$ cat config.mk
export PLATFORM = sky130hd
export DESIGN_NAME = rab_queue
export DESIGN_NICKNAME = d
export VERILOG_FILES = /design/src/rtl/rab_queue.sv
export SDC_FILE = /design/constraint.sdc
export NUM_CORES = 1
export LEC_CHECK = 0
export BUFFER_PORTS_ARGS = -buffer_cell sky130_fd_sc_hd__clkbuf_2
export CAP_MARGIN = 25
export CORE_MARGIN = 2
export CORE_UTILIZATION = 44
export CTS_BUF_LIST = sky130_fd_sc_hd__clkbuf_16
export DETAILED_ROUTE_END_ITERATION = 8
export GPL_TIMING_DRIVEN = 0
export PLACE_DENSITY = 0.77
export SLEW_MARGIN = 30
export SYNTH_ARGS = -nofsm -noshare
export SYNTH_HDL_FRONTEND = slang
export SYNTH_SLANG_ARGS = --single-unit
export TNS_END_PERCENT = 1
$ cat constraint.sdc
create_clock -name clk -period 1 [get_ports clk]
set_input_delay 0.05 -clock clk [delete_from_list [all_inputs] [get_ports clk]]
set_output_delay 0.05 -clock clk [all_outputs]
set_load 0.05 [all_outputs]
$ cat src/rtl/rab_queue.sv
// Small FIFO between front and back end, register array with one read port.
// Depends on nothing but its parameters.
`default_nettype none
module rab_queue #(
  parameter int W     = 8,
  parameter int DEPTH = 2
) (
  input  logic         clk,
  input  logic         rst_n,
  input  logic         push,
  input  logic [W-1:0] din,
  input  logic         pop,
  output logic [W-1:0] dout,
  output logic         empty,
  output logic         full
);
  localparam int PTW = $clog2(DEPTH);
  localparam int CW  = $clog2(DEPTH + 1);

  logic [W-1:0]   mem_r [0:DEPTH-1];
  logic [PTW-1:0] wr_r, rd_r;
  logic [CW-1:0]  cnt_r;

  always_ff @(posedge clk) begin
    if (!rst_n) begin
      wr_r  <= '0;
      rd_r  <= '0;
      cnt_r <= '0;
    end else begin
      if (push) wr_r <= (wr_r == PTW'(DEPTH - 1)) ? '0 : wr_r + 1'b1;
      if (pop)  rd_r <= (rd_r == PTW'(DEPTH - 1)) ? '0 : rd_r + 1'b1;
      if (push && !pop)      cnt_r <= cnt_r + 1'b1;
      else if (pop && !push) cnt_r <= cnt_r - 1'b1;
    end
  end

  always_ff @(posedge clk) begin
    if (push) mem_r[wr_r] <= din;
  end

  assign dout  = mem_r[rd_r];
  assign empty = (cnt_r == '0);
  assign full  = (cnt_r == CW'(DEPTH));
endmodule
`default_nettype wire

# Word level (Yosys, flattened, before mapping)
# Memories as Yosys holds them, arrays and structs flattened. A register that Yosys moved wholly into a read port is not among the register bits.
# Index checks and enable logic that the tools add are counted.
[word_totals]
register_bits = 4
n_memories = 1
input_bits = 12
mem_bits_rw = 16
wordCells = 23
out_inout_bits = 10
[classes]
add_sub_neg = 4
mux = 8
eq_ne = 1
reduce_logical = 6
[mem_list]
columns = ["memory", "depth", "word_bits", "read_ports", "rd_clocked_by_memory_dff", "write_ports", "line", "rtl"]
rows = [
  ["mem_r", 2, 8, 1, 1, 1, "20", "logic [W-1:0] mem_r [0:DEPTH-1];"],
]
[ops]
columns = ["op", "count"]
rows = [
  ["$mux 1", 6],
  ["$mux 2", 2],
  ["$add 1x1->1 const B", 2],
  ["$add 2x1->2 const B", 1],
  ["$eq 2x2->1 const B", 1],
  ["$logic_and 1x1->1", 2],
  ["$logic_not 1->1", 2],
  ["$logic_not 2->1", 1],
  ["$reduce_bool 2->1", 1],
  ["$sub 2x1->2 const B", 1],
]

# Depth between registers and ports, before layout
[logic_depth]
ltp_word = 4
ltp_mapped = 5
ltp_nobuf = 5

# Worst setup path before layout
# OpenSTA, ideal clock, no wires.
[synth_timing]
path_type = "flip-flop to flip-flop"
from = "register wr_r"
to = "memory mem_r[0][0], enable pin"
arrival_time_ns = 0.730
t_required_ns = 0.625
stages_incl_launch_ff = 2
period_less_slack_ns = 1.104
path_slack_ns = -0.104
path_buffers = 0
setup_ns = 0.375
path_cell_list = "dfxtp_1 nor2b_1"
[synth_rtl]
columns = ["element", "line", "rtl"]
rows = [
  ["from (decl)", "21", "logic [PTW-1:0] wr_r, rd_r;"],
  ["from (signal assigned)", "30", "if (push) wr_r <= (wr_r == PTW'(DEPTH - 1)) ? '0 : wr_r + 1'b1;"],
  ["to (decl)", "20", ""],
]
# Straight into the memory's write port.

==> results list <==
* Outcome: finished with violations
* Violations in the final reports: negative setup slack
* Proportion of power drawn by combinational gates: 23.3%
- Sequential share of power: 43.1%
- CP Cell Sequence: buf_8, mux2_4, clkbuf_16
- Summed instance area of the synthesized netlist: 795 µm²
* Clock buffer count from CTS: 3
- The design draws 0.00240 W.
* Ratio of final minimum period to clock period: 127%
- Post-layout util: 73.4%
* Leak pwr: 0.526 nW
- Category of the most critical setup path: flop to output pin
* Final cell count without fillers: 105
* Die Y: 46.5 µm
- For this design the ratio of total power to cell area is 1910 nW/µm².
* Clock tree root buffer cell: sky130_fd_sc_hd__clkbuf_16
- The repair_antennas step left the layout with diodes totalling 0.
- Core Box Area: 1710 µm²
- The clock reaches the later pin of the worst-skew pair after 0.25 ns.
- Data on the critical path arrives at its endpoint at 1.22 ns.
- For the worst setup path, the data required time is 0.95 ns.
- Along the worst path, the maximum fanout reaches 8.
- The critical path contains buffers and inverters numbering 2 combined.
- Library cell with the largest summed area after synthesis: sky130_fd_sc_hd__edfxtp_1
- For this run, the leading register cell type out of synthesis is sky130_fd_sc_hd__edfxtp_1.
- CTS H-tree lvls: 1
- All-layer global routing usage: 16.3%
- After detailed routing, the average wire length per cell comes to 13.9 µm.
- After detailed placement, the design holds a cell count of 93.
* Headroom to the max-slew limit: 80.9%
* Cell types with the highest counts after synthesis: sky130_fd_sc_hd__edfxtp_1 (16), sky130_fd_sc_hd__mux2_2 (8), sky130_fd_sc_hd__dfxtp_1 (5)
- Counting every sink on the clock net gives 21.
- Setup violators final: 9
* Top-level I/O count: 22
- Pin count of the biggest net entering global routing: 12
- Counting flops with an async set or reset pin after synthesis yields a share of 0%.
- Max-cap violations in this run came to 0.
* Mean instance size in the synthesized netlist: 16.9 µm²
* Count of flip-flops with a built-in enable after synthesis: 16
- At the pin with the least slew margin, the transition time is 0.286 ns.
- Vias in the first global route: 532
- HP Start: rst_n
- Final instance area: 1250 µm²
* Final estimated routing congestion in global placement: 0.638
* RR Startpoint: cnt_r[0]
- Final HPWL DP: 882 µm
* Worst IR Drop VDD: 1070 µV
* Switching pwr: 0.000595 W
* Sequential cell area: 583 µm²
- Measured along the x axis, the die boundary spans 46.5 µm.
- The worst hold path passes through 2 cells.
* Share of power burned in the clock network: 33.6%
* Synth area leaders: sky130_fd_sc_hd__edfxtp_1 (60%), sky130_fd_sc_hd__dfxtp_1 (13%), sky130_fd_sc_hd__mux2_2 (11%)
- Synthesized instance count: 47
* Class of the tightest hold or removal check: input port to flop
- Initial DRT Pass Iterations: 2
- Worst Setup Slack, final: -0.266 ns
* Critical-path cell with the highest stage delay: sky130_fd_sc_hd__dfxtp_2
* Row cnt: 15
* Final Hold Fails: 0
* CTS clk-pin slew, worst paths: 0.05 ns
- DRC violation count after routing: 0
* Int Pwr: 0.00180 W
- Fraction of final layout cells with drive strength greater than 1: 47.5%
* Total Die Area: 2160 µm²
* Launching element type of the critical path: flop
- Detail-routed via count per cell: 4.67
* Nets in the synthesized netlist: 60
- Final Net Count: 94
- ANT nets after route: 0
- Crit. path cell count: 3
* Synthesis Warnings: 0
- Unrepaired setup endpoints after global routing: yes
- Summing all placed instances gives a cell area of 933 µm².
* Post-detailed-routing wire length: 1460 µm
- Stage delay of the slowest cell on the critical path: 0.33 ns
- Number of I/O port buffers: 21
- Synthesis instantiated 16 different standard cells from the library.
- Gr ovfl total: 0
* Final critical path time including I/O delays and setup: 1.27 ns
- Switching part of the total power: 24.8%
- Yosys instantiated no cell more often than sky130_fd_sc_hd__edfxtp_1.
- Sequential-to-total area share from yosys stat: 73.1%
* Wire length of the first global-routing pass: 2240 µm
- Effective utilization at floorplan: 46.5%
- Counting along the longest clock path gives a buffer depth of 2.
* Final max-slew violation count: 0
- Static timing analysis puts the maximum clock frequency at 790 MHz.
* Fill cells: 118
* Clock tree from TritonCTS: yes
- The number of cells on the worst reg-to-reg path is 3.
* Post-CTS setup-driven buffer insertion count: 0
- Total via count after detailed routing: 490
* Number of antenna violations at the first check in global routing: 0
- The detailed router finished its first iteration with 8 violations.
- Post-synth top area share: 60.5%
* Multi-input gate area: 245 µm²
* Area added between synthesis and finish: 57.8%
- In this run, synthesis produced a sequential element count of 21.
- The cell family contributing the most delay on the critical path is flip-flops.
- STA classifies the critical path endpoint as an output pin.
- Between clock sinks in the finished design, the worst skew comes to 0.00338 ns.
==> registers in the layout, summed over array words and instances, names as in the netlist, named ones only <==
name / cells
cnt_r: 2
mem_r: 16
rd_r: 1
wr_r: 1
==> worst reg2reg max path: stages, from the launching register on <==
cell and delay [ns]:
sky130_fd_sc_hd__dfxtp_2 0.34, sky130_fd_sc_hd__xor2_1 0.16, sky130_fd_sc_hd__or3_1 0.30, sky130_fd_sc_hd__a21boi_1 0.12
==> layer usage <==
| metal | routed length (µm) | part of all wire [%] | vias up | track usage, % |
|---|---|---|---|---|
| met1 | 569 | 39 | 229 | 16.8 |
| met2 | 767 | 53 | 18 | 28.3 |
| li1 | - | - | 238 | - |
| met3 | 75 | 5.2 | 5 | 3.53 |
| met5 | 0 | 0 | - | 0 |
| met4 | 44 | 3.0 | 0 | 12.0 |
==> metrics by stage <==
stage / hold slack [ns] / TNS, ns / worst slack [ns]
6_report: 0.0558 / -1.99 / -0.266
5_1_grt: 0.0683 / -2.25 / -0.286
4_1_cts: 0.0550 / -2.14 / -0.267
3_5_place_dp: 0.242 / -2.14 / -0.143
3_3_place_gp: 0.240 / -1.85 / -0.129
2_1_floorplan: 0.149 / -0.0414 / -0.0414
==> cells in the final DEF (no fill, tap or decap), drive strengths merged, types with 2 or more instances in the layout <==
master | Yosys | routed
buf | 1 | 8
edfxtp | 16 | 16
dlygate4sd3 | 0 | 8
inv | 1 | 2
mux2 | 8 | 8
dfxtp | 5 | 5
and2 | 4 | 4
clkbuf | 0 | 17
xor2 | 2 | 2
nor2b | 2 | 2
==> cell families after synthesis <==
kind of cell    Yosys count  synth area share, %
mux                       8                 11.3
simple gates              9                 7.09
flops                    21                 73.1
xor+xnor                  3                 3.31
buf+inv                   2                 1.10
fa+ha+maj                 1                 1.57
compound gates            3                 2.52
==> worst paths after layout <==
kind / end / slack (ns)
worst min-delay path: wr_r / 0.06
worst max-delay path: dout[3] / -0.27
worst min register to register: cnt_r[1] / 0.52
worst max register to register: cnt_r[1] / 0.01
==> final cells by class <==
cell class / count / area share [%]
flip-flops and latches: 21 / 46.5
repair buffers: 29 / 23.7
multi-input cells: 24 / 19.6
clock buffers: 3 / 5.99
well taps: 25 / 2.50
plain buffers: 1 / 1.20
clock inverters: 1 / 0.299
inverters: 1 / 0.299
==> power groups by stage <==
| stage | Combinational, W | Sequential, W | Clock, W |
|---|---|---|---|
| 2_1_floorplan | 0.000300 | 0.00104 | 0 |
| 3_3_place_gp | 0.000377 | 0.00104 | 0 |
| 3_5_place_dp | 0.000385 | 0.00104 | 0 |
| 4_1_cts | 0.000536 | 0.00103 | 0.000833 |
| 5_1_grt | 0.000586 | 0.00104 | 0.000865 |
| 6_report | 0.000560 | 0.00103 | 0.000805 |
==> what timing repair did <==
item | 4_1_cts | 5_1_grt
resized for setup | 36 | 8
hold endpoints to repair | 16 | 0
setup endpoints to repair | 27 | 19
hold buffers | 8 | 0
pin swaps | 1 | 0
Note: power is estimated with default switching activity, not from simulation.
